==> src/sv/uprox_pkg.sv <==
// ----------------------------------------------------------------------------
// uprox_pkg: shared types and constants for the proximity reporter
// Event kinds, register indexes, field widths and reset values.
// ----------------------------------------------------------------------------
package uprox_pkg;

    // Field widths
    localparam int unsigned TIME_W     = 32;
    localparam int unsigned PERIOD_W   = 10;
    localparam int unsigned LOCKOUT_W  = 16;
    localparam int unsigned NEAR_W     = 24;
    localparam int unsigned HOUR_W     = 5;
    localparam int unsigned MIN_W      = 6;
    localparam int unsigned SEC_W      = 6;
    localparam int unsigned RUN_MIN_W  = 16;
    localparam int unsigned CFG_ADDR_W = 3;
    localparam int unsigned CFG_DATA_W = 24;
    localparam int unsigned FUNC_W     = 2;

    // Stream packing
    localparam int unsigned S_TDATA_W = 40;  // level + edge time, padded to bytes
    localparam int unsigned M_TDATA_W = 72;  // 71 bits of result fields, padded

    // Event kinds carried in s_tuser; code 3 means nothing
    typedef enum logic [FUNC_W-1:0] {
        FUNC_MS_TICK   = 2'd0,
        FUNC_SEC_TICK  = 2'd1,
        FUNC_ECHO_EDGE = 2'd2
    } func_t;

    // Configuration register indexes
    typedef enum logic [CFG_ADDR_W-1:0] {
        REG_PERIOD_MS    = 3'd0,
        REG_LOCKOUT_MS   = 3'd1,
        REG_NEAR_WIDTH   = 3'd2,
        REG_START_HOUR   = 3'd3,
        REG_START_MINUTE = 3'd4,
        REG_START_SECOND = 3'd5
    } cfg_reg_t;

    // Reset values
    localparam logic [PERIOD_W-1:0]  PERIOD_RST  = 10'd60;
    localparam logic [LOCKOUT_W-1:0] LOCKOUT_RST = 16'd7000;
    localparam logic [NEAR_W-1:0]    NEAR_RST    = 24'd487200;
    localparam logic [HOUR_W-1:0]    HOUR_RST    = 5'd9;
    localparam logic [MIN_W-1:0]     MIN_RST     = 6'd7;
    localparam logic [SEC_W-1:0]     SEC_RST     = 6'd17;

    // Time-of-day limits
    localparam int unsigned SEC_PER_MIN  = 60;
    localparam int unsigned MIN_PER_HOUR = 60;
    localparam int unsigned HOUR_PER_DAY = 24;

endpackage

==> src/sv/ultrasonic_proximity_reporter.sv <==
// ----------------------------------------------------------------------------
// ultrasonic_proximity_reporter: echo timer with near-object report
// Times echo pulses, keeps a time of day and run time, and emits one
// trigger result per measurement period.
// ----------------------------------------------------------------------------
// Path: a request passes the input register, then the result register, before
//   its result shows on m_tdata; a full result register can hold it in between.
// Throughput: one request per cycle; the only stall is a finished result
//   still waiting in the result register while another one is due.
// Reset: synchronous, active low; clears all counters and flags, loads the
//   configuration defaults and sets the time of day to 09:07:17.
module ultrasonic_proximity_reporter (
    input  logic                              aclk,
    input  logic                              aresetn,
    // configuration write port
    input  logic                              cfg_wr_en,
    input  logic [uprox_pkg::CFG_ADDR_W-1:0]  cfg_addr,
    input  logic [uprox_pkg::CFG_DATA_W-1:0]  cfg_wdata,
    // request stream
    input  logic                              s_tvalid,
    output logic                              s_tready,
    input  logic [uprox_pkg::S_TDATA_W-1:0]   s_tdata,   // [0] echo_level, [32:1] edge_time
    input  logic [uprox_pkg::FUNC_W-1:0]      s_tuser,   // [1:0] func
    // result stream
    output logic                              m_tvalid,
    input  logic                              m_tready,
    output logic [uprox_pkg::M_TDATA_W-1:0]   m_tdata,   // [31:0] pulse_width,
                                                         // [36:32] clock_hour,
                                                         // [42:37] clock_minute,
                                                         // [48:43] clock_second,
                                                         // [64:49] run_minutes,
                                                         // [70:65] run_seconds
    output logic                              m_tuser    // [0] report
);
    import uprox_pkg::*;

    // ---------------- configuration ----------------
    // The start-of-day values are fixed by the reset constants that load the time
    // of day, so a written value never reaches the clock; writes to them are taken
    // and dropped.
    logic [PERIOD_W-1:0]  period_reg;
    logic [LOCKOUT_W-1:0] lockout_reg;
    logic [NEAR_W-1:0]    near_reg;

    always_ff @(posedge aclk) begin
        if (!aresetn) begin
            period_reg  <= PERIOD_RST;
            lockout_reg <= LOCKOUT_RST;
            near_reg    <= NEAR_RST;
        end else if (cfg_wr_en) begin
            unique case (cfg_addr)
                REG_PERIOD_MS:    period_reg  <= cfg_wdata[PERIOD_W-1:0];
                REG_LOCKOUT_MS:   lockout_reg <= cfg_wdata[LOCKOUT_W-1:0];
                REG_NEAR_WIDTH:   near_reg    <= cfg_wdata[NEAR_W-1:0];
                REG_START_HOUR,
                REG_START_MINUTE,
                REG_START_SECOND: ;
                default: ;
            endcase
        end
    end

    // ---------------- input register ----------------
    logic              in_valid_reg;
    logic [FUNC_W-1:0] in_func_reg;
    logic              in_level_reg;
    logic [TIME_W-1:0] in_time_reg;

    // ---------------- block state ----------------
    logic [TIME_W-1:0]    ms_now_reg;
    logic [TIME_W-1:0]    last_trig_reg;
    logic [TIME_W-1:0]    last_rpt_reg;
    logic [TIME_W-1:0]    rise_time_reg;
    logic [TIME_W-1:0]    width_reg;
    logic                 smp_valid_reg;
    logic                 smp_ready_reg;
    logic [HOUR_W-1:0]    tod_hour_reg;
    logic [MIN_W-1:0]     tod_min_reg;
    logic [SEC_W-1:0]     tod_sec_reg;
    logic [RUN_MIN_W-1:0] run_min_reg;
    logic [SEC_W-1:0]     run_sec_reg;

    // ---------------- result register ----------------
    logic                 m_valid_reg;
    logic                 m_report_reg;
    logic [TIME_W-1:0]    m_width_reg;
    logic [HOUR_W-1:0]    m_hour_reg;
    logic [MIN_W-1:0]     m_min_reg;
    logic [SEC_W-1:0]     m_sec_reg;
    logic [RUN_MIN_W-1:0] m_run_min_reg;
    logic [SEC_W-1:0]     m_run_sec_reg;

    // ---------------- processing stage ----------------
    logic              out_free;
    logic [TIME_W-1:0] ms_inc;
    logic              period_due;
    logic              fire;
    logic              stage_go;
    logic              near_hit;
    logic              lockout_done;
    logic              report;

    assign out_free     = !m_valid_reg || m_tready;
    assign ms_inc       = ms_now_reg + TIME_W'(1);
    // modular 32-bit elapsed-time tests
    assign period_due   = (ms_inc - last_trig_reg) >= TIME_W'(period_reg);
    assign lockout_done = (ms_inc - last_rpt_reg) >= TIME_W'(lockout_reg);
    assign near_hit     = smp_ready_reg && smp_valid_reg && (width_reg < TIME_W'(near_reg));
    assign report       = near_hit && lockout_done;

    // only a due trigger needs room in the result register
    assign fire     = in_valid_reg && (in_func_reg == FUNC_MS_TICK) && period_due;
    assign stage_go = in_valid_reg && (!fire || out_free);
    assign s_tready = !in_valid_reg || stage_go;

    // second tick: each unit counts at full width and wraps on reaching its limit
    logic [SEC_W:0]     sec_inc, run_sec_inc;
    logic [MIN_W:0]     min_inc;
    logic [HOUR_W:0]    hour_inc;
    logic               sec_wrap, min_wrap, hour_wrap, run_sec_wrap;

    always_comb begin
        sec_inc      = {1'b0, tod_sec_reg} + (SEC_W+1)'(1);
        min_inc      = {1'b0, tod_min_reg} + (MIN_W+1)'(1);
        hour_inc     = {1'b0, tod_hour_reg} + (HOUR_W+1)'(1);
        run_sec_inc  = {1'b0, run_sec_reg} + (SEC_W+1)'(1);
        sec_wrap     = sec_inc >= (SEC_W+1)'(SEC_PER_MIN);
        min_wrap     = min_inc >= (MIN_W+1)'(MIN_PER_HOUR);
        hour_wrap    = hour_inc >= (HOUR_W+1)'(HOUR_PER_DAY);
        run_sec_wrap = run_sec_inc >= (SEC_W+1)'(SEC_PER_MIN);
    end

    // input register: payload without reset
    always_ff @(posedge aclk) begin
        if (!aresetn) begin
            in_valid_reg <= 1'b0;
        end else if (s_tready) begin
            in_valid_reg <= s_tvalid;
        end
    end

    always_ff @(posedge aclk) begin
        if (s_tready && s_tvalid) begin
            in_func_reg  <= s_tuser;
            in_level_reg <= s_tdata[0];
            in_time_reg  <= s_tdata[TIME_W:1];
        end
    end

    // state update, one request per cycle unless a due trigger finds the result register full
    always_ff @(posedge aclk) begin
        if (!aresetn) begin
            ms_now_reg    <= '0;
            last_trig_reg <= '0;
            last_rpt_reg  <= '0;
            rise_time_reg <= '0;
            width_reg     <= '0;
            smp_valid_reg <= 1'b0;
            smp_ready_reg <= 1'b0;
            tod_hour_reg  <= HOUR_RST;
            tod_min_reg   <= MIN_RST;
            tod_sec_reg   <= SEC_RST;
            run_min_reg   <= '0;
            run_sec_reg   <= '0;
        end else if (stage_go) begin
            unique case (in_func_reg)
                FUNC_MS_TICK: begin
                    ms_now_reg <= ms_inc;
                    if (period_due) begin
                        last_trig_reg <= ms_inc;
                        smp_ready_reg <= 1'b0;   // re-arm measurement
                        if (report) begin
                            last_rpt_reg <= ms_inc;
                        end
                    end
                end
                FUNC_SEC_TICK: begin
                    if (run_sec_wrap) begin
                        run_sec_reg <= '0;
                        run_min_reg <= run_min_reg + RUN_MIN_W'(1);
                    end else begin
                        run_sec_reg <= run_sec_inc[SEC_W-1:0];
                    end
                    if (sec_wrap) begin
                        tod_sec_reg <= '0;
                        if (min_wrap) begin
                            tod_min_reg <= '0;
                            tod_hour_reg <= hour_wrap ? '0 : hour_inc[HOUR_W-1:0];
                        end else begin
                            tod_min_reg <= min_inc[MIN_W-1:0];
                        end
                    end else begin
                        tod_sec_reg <= sec_inc[SEC_W-1:0];
                    end
                end
                FUNC_ECHO_EDGE: begin
                    if (in_level_reg) begin
                        rise_time_reg <= in_time_reg;
                    end else begin
                        // end not later than start (wrap included): invalid
                        if (in_time_reg > rise_time_reg) begin
                            width_reg     <= in_time_reg - rise_time_reg;
                            smp_valid_reg <= 1'b1;
                        end else begin
                            smp_valid_reg <= 1'b0;
                        end
                        smp_ready_reg <= 1'b1;
                    end
                end
                default: ;   // unused kind is dropped
            endcase
        end
    end

    // result register
    always_ff @(posedge aclk) begin
        if (!aresetn) begin
            m_valid_reg <= 1'b0;
        end else if (fire && stage_go) begin
            m_valid_reg <= 1'b1;
        end else if (m_tready) begin
            m_valid_reg <= 1'b0;
        end
    end

    always_ff @(posedge aclk) begin
        if (fire && stage_go) begin
            m_report_reg  <= report;
            m_width_reg   <= width_reg;
            m_hour_reg    <= tod_hour_reg;
            m_min_reg     <= tod_min_reg;
            m_sec_reg     <= tod_sec_reg;
            m_run_min_reg <= run_min_reg;
            m_run_sec_reg <= run_sec_reg;
        end
    end

    assign m_tvalid = m_valid_reg;
    assign m_tuser  = m_report_reg;
    assign m_tdata  = {1'b0, m_run_sec_reg, m_run_min_reg, m_sec_reg, m_min_reg,
                       m_hour_reg, m_width_reg};

endmodule

==> config.mk <==
export PLATFORM = sky130hd
export DESIGN_NAME = ultrasonic_proximity_reporter
export DESIGN_NICKNAME = d
export VERILOG_FILES = /design/src/sv/uprox_pkg.sv /design/src/sv/ultrasonic_proximity_reporter.sv
export SDC_FILE = /design/constraint.sdc
export NUM_CORES = 1
export LEC_CHECK = 0
export BUFFER_PORTS_ARGS = -buffer_cell sky130_fd_sc_hd__buf_4
export CAP_MARGIN = 20
export CORE_MARGIN = 2
export CORE_UTILIZATION = 66
export CTS_CLUSTER_SIZE = 16
export DETAILED_ROUTE_END_ITERATION = 12
export HOLD_SLACK_MARGIN = 0.08
export MAX_ROUTING_LAYER = met4
export PLACE_DENSITY = 0.95
export SLEW_MARGIN = 10
export SYNTH_ARGS = -nofsm -noshare
export SYNTH_HDL_FRONTEND = slang
export SYNTH_SLANG_ARGS = --single-unit
==> constraint.sdc <==
create_clock -name aclk -period 19.45 [get_ports aclk]
set_input_delay 2.9175 -clock aclk [delete_from_list [all_inputs] [get_ports aclk]]
set_output_delay 2.9175 -clock aclk [all_outputs]
set_load 0.03 [all_outputs]
Word level (Yosys, flattened, before mapping)
Index checks and enable logic that the tools add are counted.
{"block": "word_totals", "wordCells": 93, "out_inout_bits": 75, "reg_bits": 360, "inputBits": 74}
{"block": "classes", "mux": 10, "magnitude_cmp": 8, "n_addsub": 9, "bitwise_logic": 1, "eq_ne": 6, "reduce_logical": 32}
{"op": "32-bit subtractor", "n": 3}
{"op": "32-bit by 1-bit adder with 32-bit output (second input constant)", "n": 1}
{"op": "32-bit by 10-bit greater-or-equal comparator with 1-bit output", "n": 1}
{"op": "32-bit by 16-bit greater-or-equal comparator with 1-bit output", "n": 1}
{"op": "32-bit > comparator", "n": 1}
{"op": "32-bit by 24-bit < comparator with 1-bit output", "n": 1}
{"op": "6-bit by 1-bit adder with 7-bit output (second input constant)", "n": 3}
{"op": "7-bit by 6-bit greater-or-equal comparator with 1-bit output (second input constant)", "n": 3}
{"op": "6-bit 2-to-1 mux", "n": 3}
{"op": "16-bit by 1-bit adder with 16-bit output (second input constant)", "n": 1}
{"op": "4-bit AND reduction", "n": 4}
{"op": "3-bit AND reduction", "n": 5}
{"op": "2-bit AND reduction", "n": 5}
{"op": "1-bit logical AND", "n": 8}
{"op": "5-bit by 1-bit adder with 6-bit output (second input constant)", "n": 1}
{"op": "6-bit by 5-bit greater-or-equal comparator with 1-bit output (second input constant)", "n": 1}
{"op": "1-bit 2-to-1 mux", "n": 5}
{"op": "5-bit 2-to-1 mux", "n": 1}
{"op": "2-bit inequality test (second input constant)", "n": 2}
{"op": "2-bit nonzero test", "n": 2}
{"op": "3-bit by 1-bit equality test with 1-bit output (second input constant)", "n": 1}
{"op": "3-bit by 2-bit equality test with 1-bit output (second input constant)", "n": 1}
{"op": "1-bit zero test", "n": 3}
{"op": "3-bit zero test", "n": 1}
{"op": "6 further kinds", "n": 8}

Depth between registers and ports, before layout
{"block": "depth", "ltp_word": 9, "ltp_mapped": 28, "ltp_nobuf": 25}

Least setup slack after synthesis
Ideal clock, no wire load.
{"block": "synth_timing", "kind": "reg2out", "startpoint": "register ms_now_reg[0]", "endpoint": "output port s_tready", "path_buffers": 2, "required_time_ns": 16.533, "setup_slack_ns": 11.765, "arrival_ns": 4.768, "stages_incl_launch_ff": 24, "cell_sequence": "dfxtp_1 -> ha_1 -> and3_1 -> and3_1 -> clkbuf_1 -> and3_1 -> and2_1 -> and3_1 -> and3_1 -> nand3_1 -> nor2_1 -> xor2_1 -> ha_1 -> a21o_1 -> a221o_1 -> a21oi_1 -> o21ai_0 -> xor2_1 -> o2111ai_1 -> nor4_2 -> buf_4 -> nor2b_1 -> and2_1 -> inv_1"}
{"block": "synth_via", "elab_chain_len": 8}
{"element": "start: declaration", "line": "ultrasonic_proximity_reporter.sv:70", "text": "logic [TIME_W-1:0] ms_now_reg;"}
{"element": "start signal: assignment", "line": "ultrasonic_proximity_reporter.sv:168", "text": "ms_now_reg <= ms_inc;"}
{"element": "32-bit by 1-bit adder with 32-bit output", "line": "ultrasonic_proximity_reporter.sv:104", "text": "assign ms_inc = ms_now_reg + TIME_W'(1);"}
{"element": "named net ms_inc[28]", "line": "ultrasonic_proximity_reporter.sv:95", "text": "logic [TIME_W-1:0] ms_inc;"}
{"element": "32-bit subtractor", "line": "ultrasonic_proximity_reporter.sv:106", "text": "assign period_due = (ms_inc - last_trig_reg) >= TIME_W'(period_reg);"}
{"element": "32-bit by 10-bit greater-or-equal comparator with 1-bit output", "line": "ultrasonic_proximity_reporter.sv:106"}
{"element": "1-bit logical AND", "line": "ultrasonic_proximity_reporter.sv:112", "text": "assign fire = in_valid_reg && (in_func_reg == FUNC_MS_TICK) && period_due;"}
{"element": "1-bit zero test", "line": "ultrasonic_proximity_reporter.sv:113", "text": "assign stage_go = in_valid_reg && (!fire || out_free);"}
{"element": "1-bit logical OR", "line": "ultrasonic_proximity_reporter.sv:113"}
{"element": "1-bit logical AND", "line": "ultrasonic_proximity_reporter.sv:113"}
{"element": "1-bit logical OR", "line": "ultrasonic_proximity_reporter.sv:114", "text": "assign s_tready = !in_valid_reg || stage_go;"}
{"element": "end: declaration", "line": "ultrasonic_proximity_reporter.sv:21", "text": "output logic s_tready,"}
The timed path passes the listed nets, and every way through them passes these cells.

Worst setup path in the final report
Same ends and word-level chain as after synthesis.

==> impl_metrics.csv <==
group,metric,value,unit
finish,syn_to_final_growth,13.24,%
sta,setup_ws,10040,ps
worst_setup_path,rr_worst_depth,24,
power_and_ir_drop,p_int,1.337,mW
clocking,clk_pin_slew_worst_paths,60,ps
place,place.gp.congestion,0.9428,
clocking,cts-root-buf,"clkbuf_16",
power_and_ir_drop,p_seq_frac,0.447,
routing,drt-wirelength-per-cell,19.97,um
worst_setup_path,cp.required,16530,ps
clocking,cts_max_level,2,
grt,grt_antenna_before_repair,0,
grt,grt_max_degree,112,
routing,first_pass_iters,6,
routing,ant_nets,0,
place,port_buffers,140,
grt,grt_pass1_vias,17930,
floorplanning,dieWidth,179.2,um
logic_synthesis,ys_warn_count,0,
power_and_ir_drop,leakagePower,9.142,nW
clocking,cts_buffers,38,
sta,finalSetupTns,0,ps
worst_setup_path,path_class,"reg -> out",
floorplanning,ios,149,
routing,drt_first_iter_violations,2068,
power_and_ir_drop,combPwrFrac,0.105,
logic_synthesis,synthArstFlopShare,0,
grt,grt_first_pass_wirelength,89870,um
sta,hold_viol_final,0,
job,drv_cap,0,
worst_setup_path,cp-start-kind,"register",
logic_synthesis,ys.flop_type,"dfxtp_1",
sta,min_period,9406,ps
worst_setup_path,crit_arrival,6490,ps
sta,rsz0062_at_grt,"false",
logic_synthesis,syn_area_per_cell,8.759,um2
worst_setup_path,r2r_start,"ms_now_reg[0]$_SDFFE_PN0P_",
power_and_ir_drop,p_per_area,77.39,nW/um2
routing,drc,0,
clocking,clock_path_buffers,3,
logic_synthesis,synthCells,2312,
grt,grt_use_total,0.3592,
routing,drt-total-wl,56490,um
hold_path,min_path_type,"reg -> reg",
place,pre_cts_ws,10790,ps
worst_setup_path,r2r-end,"last_trig_reg[0]$_SDFFE_PN0P_",
sta,skew,23.29,ps
sta,slew_violations,0,
sta,max_slew.worst_pin.slew,1057,ps
finish,n_fill_cell,1870,
finish,ff_latch_area,8278,um2
power_and_ir_drop,peakVddDrop,125.3,uV
floorplanning,fp.dieH,179.2,um
logic_synthesis,synth_seq_cells,360,
grt,overflow,0,
logic_synthesis,yosysSeqAreaShare,0.4088,
floorplanning,initial_utilization,0.6655,
finish,drive_gt1_frac,0.09910,
floorplanning,dieArea,32100,um2
floorplanning,core,30430,um2
hold_path,hp-start,"smp_ready_reg$_SDFFE_PN0P_",
routing,via_count,18510,
status,status,"complete, no violations",
worst_setup_path,rrSetupSlack,12310,ps
power_and_ir_drop,sw_frac_of_total,0.2464,
clocking,cts_setup_buffers,0,
sta,fmax,106.3,MHz
worst_setup_path,crit_path_max_fanout,11,
logic_synthesis,synth_edf_count,107,
power_and_ir_drop,pwr-share-clk,0.447,
clocking,ctsHoldBuffers,0,
place,hpwl,37320,um
hold_path,min_to,"smp_ready_reg$_SDFFE_PN0P_",
power_and_ir_drop,switchingPower,0.4372,mW
finish,final_nets,2630,
finish,antenna_cells,0,
finish,multi_input_area,10890,um2
clocking,cts_tree,"yes",
logic_synthesis,synth_nets,2539,
sta,setup_viol,0,
hold_path,hold_path_depth,2,
worst_setup_path,end_kind,"primary output",
clocking,worstSkewPairLatency,540,ps
logic_synthesis,synthesis.area,20250,um2
clocking,ctsResizeCount,0,
logic_synthesis,yosysUniqueCellTypes,83,
sta,max_slew_margin,0.2953,
routing,viasPerCell,6.545,
floorplanning,rows,64,
sta,fin_crit_sh,0.4836,
clocking,numClockSinks,360,
## routing by layer
| layer | track usage | vias up | share of wire |
|---|---|---|---|
| met1 | 0.4391 | 8649 | 0.38 |
| met4 | 0.1697 | 0 | 0.052 |
| met5 | - | - | 0 |
| met2 | 0.5853 | 1087 | 0.48 |
| met3 | 0.05556 | 268 | 0.087 |
| li1 | - | 8505 | - |
## worst max-delay path, stage by stage (launching register included)
cell and delay (ps):
dfxtp_1 550, ha_1 280, and3_1 260, xor2_1 490, ha_1 390, a21oi_1 340, nand2_1 110, a21o_1 180
a21oi_1 170, xnor2_1 160, ha_1 280, a2111oi_0 670, o32ai_1 160, nor3_1 180, nand4_1 130, nor4_1 240
nand4_1 220, nor4_2 320, buf_4 260, nor2b_1 120, and2_1 220, inv_1 80, buf_4 150
## cell usage in the layout, fill, tap and decap left out, drive strengths merged, types with 51 or more instances in the layout
| cell | count |
|---|---|
| nand2 | 279 |
| dfxtp | 253 |
| o211ai | 55 |
| buf | 155 |
| a21oi | 183 |
| o21ai | 67 |
| nand3 | 51 |
| inv | 183 |
| ha | 150 |
| clkbuf | 51 |
| a211oi | 53 |
| edfxtp | 107 |
| nor3 | 56 |
| xnor2 | 85 |
| nor2 | 160 |
## stage by stage
stage | instances | util | hold slack [ps] | power, mW | cell area (um2)
after detailed placement | 2755 | 0.7058 | 447.5 | 0.9863 | 21480
after global routing | 2828 | 0.7536 | 470.9 | 1.824 | 22930
after floorplan | 2312 | - | 422.2 | 0.9358 | 20250
after global placement | 2755 | 0.7058 | 436.8 | 0.9795 | 21480
after CTS | 2824 | 0.7508 | 455.5 | 1.770 | 22850
final | 2828 | 0.7536 | 455.6 | 1.775 | 22930
## Yosys cell counts, types with 21 or more instances
| library cell | instances | area (um2) |
|---|---|---|
| a211oi_1 | 53 | 397.9 |
| a21o_1 | 44 | 330.3 |
| a21oi_1 | 182 | 910.9 |
| a31oi_1 | 46 | 287.8 |
| and3_1 | 21 | 131.4 |
| clkbuf_1 | 81 | 304.0 |
| dfxtp_1 | 253 | 5065 |
| edfxtp_1 | 107 | 3213 |
| ha_1 | 150 | 1877 |
| inv_1 | 179 | 671.9 |
| mux2i_1 | 25 | 250.2 |
| nand2_1 | 279 | 1047 |
| nand2b_1 | 38 | 237.7 |
| nand3_1 | 51 | 255.2 |
| nand4_1 | 38 | 237.7 |
| nor2_1 | 160 | 600.6 |
| nor3_1 | 56 | 280.3 |
| nor4_1 | 38 | 237.7 |
| o211ai_1 | 55 | 412.9 |
| o21a_1 | 22 | 165.2 |
| o21ai_0 | 62 | 310.3 |
| o31ai_1 | 25 | 187.7 |
| xnor2_1 | 84 | 735.7 |
| xor2_1 | 40 | 350.3 |
## kinds of logic after synthesis
kind of cell,after synthesis,share of synthesized area
compound gates,594,0.1928
other cells,1,0.0001852
simple gates,769,0.1811
buf+inv,284,0.05419
fa+ha+maj,153,0.09564
mux,26,0.01291
flops,360,0.4088
xor+xnor,125,0.05443
## layout make-up
type | count | area share
Clock inverter | 18 | 0.01342
Clock buffer | 51 | 0.04627
Tap cell | 396 | 0.02161
Timing Repair Buffer | 155 | 0.05314
Sequential cell | 360 | 0.3610
Inverter | 180 | 0.02979
Multi-Input combinational cell | 1668 | 0.4748
## power groups by stage
stage | Clock (mW) | Combinational (mW) | Sequential (mW)
2_1_floorplan | 0 | 0.125 | 0.811
3_3_place_gp | 0 | 0.171 | 0.808
3_5_place_dp | 0 | 0.177 | 0.809
4_1_cts | 0.795 | 0.181 | 0.793
5_1_grt | 0.827 | 0.202 | 0.794
6_report | 0.794 | 0.187 | 0.794
## how the worst max path moves through the flow
stage | start | end | slack [ps] | cells after the start
2_1_floorplan | ms_now_reg[0]$_SDFFE_PN0P_ | s_tready | 11760 | 23
6_report | ms_now_reg[0]$_SDFFE_PN0P_ | s_tready | 10040 | 22
4_1_cts | ms_now_reg[0]$_SDFFE_PN0P_ | s_tready | 10170 | 23
3_3_place_gp | ms_now_reg[0]$_SDFFE_PN0P_ | s_tready | 10850 | 23
3_5_place_dp | ms_now_reg[0]$_SDFFE_PN0P_ | s_tready | 10790 | 23
5_1_grt | ms_now_reg[0]$_SDFFE_PN0P_ | s_tready | 9830 | 23
No activity file was read; power rests on OpenSTA's default activity.
